$ cat config.mk
export PLATFORM = sky130hd
export DESIGN_NAME = tme_alu
export DESIGN_NICKNAME = d
export VERILOG_FILES = /design/src/sv/tme_pkg.sv /design/src/sv/tme_alu.sv
export SDC_FILE = /design/constraint.sdc
export NUM_CORES = 1
export LEC_CHECK = 0
export BUFFER_PORTS_ARGS = -buffer_cell sky130_fd_sc_hd__buf_2
export CAP_MARGIN = 20
export CORE_ASPECT_RATIO = 0.9
export CORE_MARGIN = 1.5
export CORE_UTILIZATION = 60
export DETAILED_ROUTE_END_ITERATION = 7
export PLACE_DENSITY = 0.89
export SETUP_SLACK_MARGIN = 0.3
export SLEW_MARGIN = 10
export SYNTH_ARGS = -nofsm -noshare
export SYNTH_HDL_FRONTEND = slang
export SYNTH_SLANG_ARGS = --single-unit
$ cat constraint.sdc
create_clock -name i_clk -period 3.6 [get_ports i_clk]
set_input_delay 0.18 -clock i_clk [delete_from_list [all_inputs] [get_ports i_clk]]
set_output_delay 0.18 -clock i_clk [all_outputs]
set_load 0.01 [all_outputs]
$ cat src/sv/tme_pkg.sv
// ----------------------------------------------------------------------------
// tme_pkg
// types, opcodes and status codes for the tiny machine execute unit
// ----------------------------------------------------------------------------
package tme_pkg;

    localparam int MEM_DEPTH = 2048;
    localparam int MEM_AW    = $clog2(MEM_DEPTH);
    localparam int PC_REG    = 7;

    localparam logic [4:0] OP_HALT = 5'd0;
    localparam logic [4:0] OP_IN   = 5'd1;
    localparam logic [4:0] OP_OUT  = 5'd2;
    localparam logic [4:0] OP_ADD  = 5'd3;
    localparam logic [4:0] OP_SUB  = 5'd4;
    localparam logic [4:0] OP_MUL  = 5'd5;
    localparam logic [4:0] OP_DIV  = 5'd6;
    localparam logic [4:0] OP_LD   = 5'd8;
    localparam logic [4:0] OP_ST   = 5'd9;
    localparam logic [4:0] OP_LDA  = 5'd11;
    localparam logic [4:0] OP_LDC  = 5'd12;
    localparam logic [4:0] OP_JLT  = 5'd13;
    localparam logic [4:0] OP_JLE  = 5'd14;
    localparam logic [4:0] OP_JGT  = 5'd15;
    localparam logic [4:0] OP_JGE  = 5'd16;
    localparam logic [4:0] OP_JEQ  = 5'd17;
    localparam logic [4:0] OP_JNE  = 5'd18;

    localparam logic [2:0] ST_CONT  = 3'd0;
    localparam logic [2:0] ST_HALT  = 3'd1;
    localparam logic [2:0] ST_MEM   = 3'd2;
    localparam logic [2:0] ST_DIV0  = 3'd3;
    localparam logic [2:0] ST_BAD   = 3'd4;

    typedef struct packed {
        logic        [4:0]  req_type;
        logic        [2:0]  reg_a;
        logic signed [31:0] arg_b;
        logic        [2:0]  reg_c;
        logic signed [31:0] in_value;
    } t_req;

    typedef struct packed {
        logic        [2:0]  status;
        logic               out_valid;
        logic signed [31:0] out_value;
        logic signed [31:0] next_pc;
    } t_rsp;

    typedef struct packed {
        logic        start;
        logic        is_div;
        logic [31:0] a;
        logic [31:0] b;
    } t_alu_cmd;

    typedef struct packed {
        logic        done;
        logic [31:0] result;
    } t_alu_rsp;

endpackage

$ cat src/sv/tme_alu.sv
// ----------------------------------------------------------------------------
// tme_alu
// shared multi-cycle unit: shift-add multiply and restoring signed divide
// ----------------------------------------------------------------------------
module tme_alu import tme_pkg::*; (
    input  logic     i_clk,
    input  logic     i_rst_n,
    input  t_alu_cmd i_cmd,
    output t_alu_rsp o_rsp
);
    logic        r_busy, n_busy;
    logic        r_div, n_div;
    logic        r_neg, n_neg;
    logic [5:0]  r_cnt, n_cnt;
    logic [31:0] r_acc, n_acc;
    logic [31:0] r_x, n_x;
    logic [31:0] r_y, n_y;
    logic        r_done, n_done;
    logic [32:0] rem_sh;
    logic [32:0] rem_sub;

    always_comb begin
        n_busy = r_busy;
        n_div  = r_div;
        n_neg  = r_neg;
        n_cnt  = r_cnt;
        n_acc  = r_acc;
        n_x    = r_x;
        n_y    = r_y;
        n_done = 1'b0;
        rem_sh  = {r_acc, r_x[31]};
        rem_sub = rem_sh - {1'b0, r_y};
        if (i_cmd.start) begin
            n_busy = 1'b1;
            n_div  = i_cmd.is_div;
            n_cnt  = 6'd0;
            n_acc  = '0;
            if (i_cmd.is_div) begin
                n_neg = i_cmd.a[31] ^ i_cmd.b[31];
                n_x   = i_cmd.a[31] ? 32'd0 - i_cmd.a : i_cmd.a;
                n_y   = i_cmd.b[31] ? 32'd0 - i_cmd.b : i_cmd.b;
            end else begin
                n_neg = 1'b0;
                n_x   = i_cmd.a;
                n_y   = i_cmd.b;
            end
        end else if (r_busy) begin
            if (r_div) begin
                // quotient bits shift into x, remainder in acc
                if (!rem_sub[32]) begin
                    n_acc = rem_sub[31:0];
                    n_x   = {r_x[30:0], 1'b1};
                end else begin
                    n_acc = rem_sh[31:0];
                    n_x   = {r_x[30:0], 1'b0};
                end
            end else begin
                if (r_y[0]) begin
                    n_acc = r_acc + r_x;
                end
                n_x = {r_x[30:0], 1'b0};
                n_y = {1'b0, r_y[31:1]};
            end
            n_cnt = r_cnt + 6'd1;
            if (r_cnt == 6'd31) begin
                n_busy = 1'b0;
                n_done = 1'b1;
            end
        end
    end

    always_ff @(posedge i_clk) begin
        if (!i_rst_n) begin
            r_busy <= 1'b0;
            r_done <= 1'b0;
        end else begin
            r_busy <= n_busy;
            r_done <= n_done;
        end
        r_div <= n_div;
        r_neg <= n_neg;
        r_cnt <= n_cnt;
        r_acc <= n_acc;
        r_x   <= n_x;
        r_y   <= n_y;
    end

    always_comb begin
        o_rsp.done = r_done;
        if (r_div) begin
            o_rsp.result = r_neg ? 32'd0 - r_x : r_x;
        end else begin
            o_rsp.result = r_acc;
        end
    end

    a_done_idle: assert property (@(posedge i_clk) disable iff (!i_rst_n)
        r_done |-> !r_busy)
        else $error("alu done while busy");
    a_cnt_end: assert property (@(posedge i_clk) disable iff (!i_rst_n)
        r_busy && !i_cmd.start && r_cnt == 6'd31 |=> r_done)
        else $error("alu did not finish");
    a_start_idle: assert property (@(posedge i_clk) disable iff (!i_rst_n)
        i_cmd.start |-> !r_busy)
        else $error("alu restarted while busy");
endmodule
**Yosys cells after proc, flatten, opt, wreduce, memory -nomap -nowiden**

Index checks and enable logic that the tools add are counted.
Widths: inputs -> output; s select.

- Divide/modulo/power cells: 0
- Reduce and logical (&&, ||, !) cells: 5
- Add/sub/neg operators: 6
- Equality and inequality tests: 2
- Magnitude comparators: 0
- Shifts and indexed selects: 0
- Muxes and demuxes: 20
- $mul: 0
- Bitwise logic cells: 3

Operator list:

| cell | count |
|---|---|
| $mux 32 | 14 |
| $sub 1x32->32 const A | 3 |
| $sub 33x32->33 | 1 |
| $add 32x32->32 | 1 |
| $add 6x1->6 const B | 1 |
| $eq 6x5->1 const B | 1 |
| $mux 1 | 6 |
| $reduce_and 2->1 | 2 |
| $reduce_bool 2->1 | 2 |
| $reduce_or 3->1 | 1 |
| $ne 2x2->1 const B | 1 |
| $not 1->1 | 2 |
| $xor 1x1->1 | 1 |

- Latch bits: 0
- Memories kept: 0
- Memory bits (read-only): 0
- Register bits: 106
- Bits of input ports: 68
- Memory bits (writable): 0

**Logic depth before layout (Yosys ltp)**

- Depth after elaboration: 5
- Gate-level depth with buffers: 14
- Depth with buffers taken out: 12

**Worst setup path before layout**

No wires, ideal clock.

- Kind: register -> register
- From: register r_x[31]
- To: register r_acc[12]
- Arrival time: 3.141 ns
- Cell stages (with the launch flop): 14
- Clock period less this slack: 3.237 ns
- Path slack: 0.363 ns
- Setup time: 0.095 ns
- Path through: edfxtp_1 inv_1 ha_1 fa_1 nand2b_1 a211oi_1 o311ai_0 a21oi_1 o21ai_0 xnor2_1 clkbuf_1 clkbuf_1 o21ai_0 a221oi_1

- Word-level cells in the longest chain between the ends: 3

Ends and longest elaborated chain:

| element | line | source |
|---|---|---|
| from (decl) | tme_alu.sv:16 | `logic [31:0] r_x, n_x;` |
| from (signal assigned) | tme_alu.sv:84 | `r_x <= n_x;` |
| $sub 33x32->33 | tme_alu.sv:32 | `rem_sub = rem_sh - {1'b0, r_y};` |
| $mux 32 | tme_alu.sv:50 | `if (!rem_sub[32]) begin` |
| $mux 32 | tme_alu.sv:48 | `if (r_div) begin` |
| to (signal assigned) | tme_alu.sv:83 | `r_acc <= n_acc;` |
| to (decl) | tme_alu.sv:15 | `logic [31:0] r_acc, n_acc;` |

Every way passes these cells.
A chain may end at the register's enable or synchronous reset.

==> summary.json <==
{
  "comb_power_share_pct": 42.4,
  "global_route.overflow_total": 0,
  "grt_setup_unrepaired": "true",
  "pwr-share-clk_pct": 23.8,
  "drt-initial-drc-count": 1084,
  "seqPwrFrac_pct": 33.8,
  "crit_arrival_ns": 3.42,
  "p_int_mw": 2.92,
  "grt_pass1_vias": 10262,
  "fin_nets": 1566,
  "crit_fanout": 3,
  "synthCells": 1334,
  "post-route-drc-count": 0,
  "synth.top_cells.by_count": "189 x sky130_fd_sc_hd__a21oi_1, 183 x sky130_fd_sc_hd__nor2_1, 101 x sky130_fd_sc_hd__nand2_1, 88 x sky130_fd_sc_hd__o21ai_0, 80 x sky130_fd_sc_hd__xnor2_1",
  "post-synth-top-area-cell": "sky130_fd_sc_hd__edfxtp_1",
  "routedWlPerCell_um": 18.1,
  "n_antenna_cell": 0,
  "max_cap_violations": 0,
  "pin_count": 101,
  "fp.dieW_um": 141,
  "finalClockSkew_ns": 0.00676,
  "postRouteWirelength_mm": 29.8,
  "cts_tree": "built",
  "die-height_um": 127,
  "final_gp_congestion": 0.918,
  "fin_cells": 1645,
  "timing.final.max_slew_violations": 0,
  "average_cell_area_after_synthesis_um2": 7.69,
  "finalHoldWorstSlack_ns": 0.0395,
  "initial_core_util_pct": 61.1,
  "setup.worst_path.class": "reg2out",
  "place.port_buffers": 100,
  "viasPerCell": 6.50,
  "ctsLongestPathBuffers": 2,
  "postPlaceCellArea_um2": 11000,
  "routed-via-count": 10696,
  "hpwlAfterDp_mm": 21.3,
  "numCtsBuffers": 9,
  "yosysSeqAreaShare_pct": 27.1,
  "worstHoldPathType": "in2reg",
  "syn-cell-area_um2": 10300,
  "ff2ff_setup_slack_ns": 0.30,
  "detailedRoute.firstPassIterationCount": 8,
  "grtUsageTotal_pct": 32.9,
  "total_chip_power_mw": 4.77,
  "design.core.area_um2": 16800,
  "clk-insertion-delay-late_ns": 0.37,
  "ys_types": 66,
  "worst_ep_required_time_ns": 3.42,
  "synth_enable_flop_cells": 66,
  "final_core_utilization_pct": 70.1,
  "fmaxAchievable_mhz": 278,
  "maxSlewHeadroom_pct": 22.3,
  "die_area_um2": 17900,
  "yosysTopAreaCellShare_pct": 19.3,
  "power.static_leakage_nw": 4.96,
  "clk_pin_slew_worst_paths_ns": 0.07,
  "number_of_warnings_issued_by_yosys": 0,
  "ir_worst_vdd_mv": 0.321,
  "shortest_clock_period_the_worst_path_allows_after_layout_ns": 3.60,
  "syn-num-nets": 1471,
  "synth-seq-cells": 106,
  "final_layout_size_suffix_gt1_share_pct": 14.8,
  "synth_top_cells_by_area": "sky130_fd_sc_hd__edfxtp_1 19%, sky130_fd_sc_hd__a21oi_1 9.2%, sky130_fd_sc_hd__ha_1 8.2%",
  "ant_nets": 0,
  "status": "complete, no violations",
  "worst_setup_path_end_kind": "output port",
  "numClockSinks": 106,
  "startpoint_type": "register",
  "pin_count_of_the_biggest_net_entering_global_routing": 82,
  "cts_max_level": 3,
  "synthToLayoutAreaGrowth_pct": 14.7,
  "finalCritPeriodShare_pct": 99.9,
  "final-setup-viol-count": 0,
  "layout.cell_area.non_filler_um2": 11800,
  "finalHoldViolCount": 0,
  "yosysMostFrequentCell": "sky130_fd_sc_hd__a21oi_1",
  "power.share.switching_pct": 38.7,
  "clock-root-buffer": "sky130_fd_sc_hd__clkbuf_16",
  "power.switching_mw": 1.85,
  "pwr_density_cell_nw_per_um2": 405,
  "async_reset_ff_share_pct": 0,
  "dp.cells": 1610,
  "worstMarginPinSlew_ns": 1.17,
  "dominantRegCellSynth": "sky130_fd_sc_hd__edfxtp_1",
  "grt_antenna_before_repair": 0,
  "fp-row-count": 45,
  "grt_first_pass_wirelength_mm": 48.1
}
-- cell type report --
type | instances | area, um2
flip-flops and latches | 106 | 2780
clock buffers | 10 | 239
repair buffers | 147 | 956
clock inverters | 6 | 87.6
inverters | 66 | 248
multi-input cells | 1099 | 7180
well taps | 211 | 264
fillers | 1292 | 5020
-- registers in the layout, summed over array words and instances (netlist names) --
register / count
r_neg: 1
r_done: 1
r_y: 32
r_cnt: 6
r_busy: 1
r_div: 1
r_acc: 32
r_x: 32
-- layout by cell type, fill, tap and decap left out, drive strengths merged, types with 11 or more instances in the layout --
master    n
a211oi   19
edfxtp   66
a21o     29
inv      68
mux2i    11
nor3     37
xnor2    80
nand4    13
nand2   101
nand2b   16
nor2b    12
o41ai    12
dfxtp    40
nand3    13
xor2     68
nor2    183
o31ai    18
a21oi   189
buf     144
o21ai    89
ha       67
-- stage by stage --
step | setup slack, ns | setup TNS (ns)
floorplan | 0.363 | 0
global placement | 0.305 | 0
detailed placement | 0.120 | 0
CTS | 0.0469 | 0
global route | -0.0759 | -0.133
finish | 0.00226 | 0
-- logic make-up after synthesis --
logic type | after synthesis | synth area share [%]
fa+ha+maj | 69 | 8.56
compound gates | 429 | 25.2
mux | 20 | 2.06
simple gates | 433 | 19.6
flops | 106 | 27.1
xor+xnor | 148 | 12.6
buf+inv | 129 | 4.77
-- power groups by stage --
stage | Sequential [mW] | Combinational (mW) | Clock (mW)
floorplan | 1.56 | 1.36 | 0
global placement | 1.62 | 1.77 | 0
detailed placement | 1.62 | 1.82 | 0
CTS | 1.60 | 1.92 | 1.13
global route | 1.62 | 2.20 | 1.17
finish | 1.61 | 2.02 | 1.14
-- critical path, cell delays in order, from the launching register on --
cell	delay, ns
sky130_fd_sc_hd__edfxtp_1	0.40
sky130_fd_sc_hd__or4_4	0.55
sky130_fd_sc_hd__or2_1	0.24
sky130_fd_sc_hd__or4_4	0.45
sky130_fd_sc_hd__nand2b_4	0.16
sky130_fd_sc_hd__or4_4	0.44
sky130_fd_sc_hd__nand2b_4	0.18
sky130_fd_sc_hd__o31ai_4	0.19
sky130_fd_sc_hd__xor2_1	0.17
sky130_fd_sc_hd__a21oi_1	0.08
sky130_fd_sc_hd__buf_2	0.18
-- path summary, 6_finish.rpt --
check | start | cells after the start | endpoint
worst max-delay path | r_x[6] | 10 | o_rsp[28]
worst min register to register | r_cnt[5] | 2 | r_cnt[5]
worst min-delay path | i_rst_n | 2 | r_busy
worst max register to register | r_x[31] | 14 | r_acc[15]
-- routing by layer --
metal	wire, um	global-route usage, %
met5	0	0
met4	1340	15.2
met3	2190	5.77
met2	14300	56.3
met1	12000	40.5
-- timing repair --
action,in CTS,in global routing
cloned,3,0
resized for setup,19,26
hold buffers,0,0
pin swaps,9,10
endpoints found under the setup margin,32,34
setup buffers,5,11
Note: power is estimated with default switching activity, not from simulation.
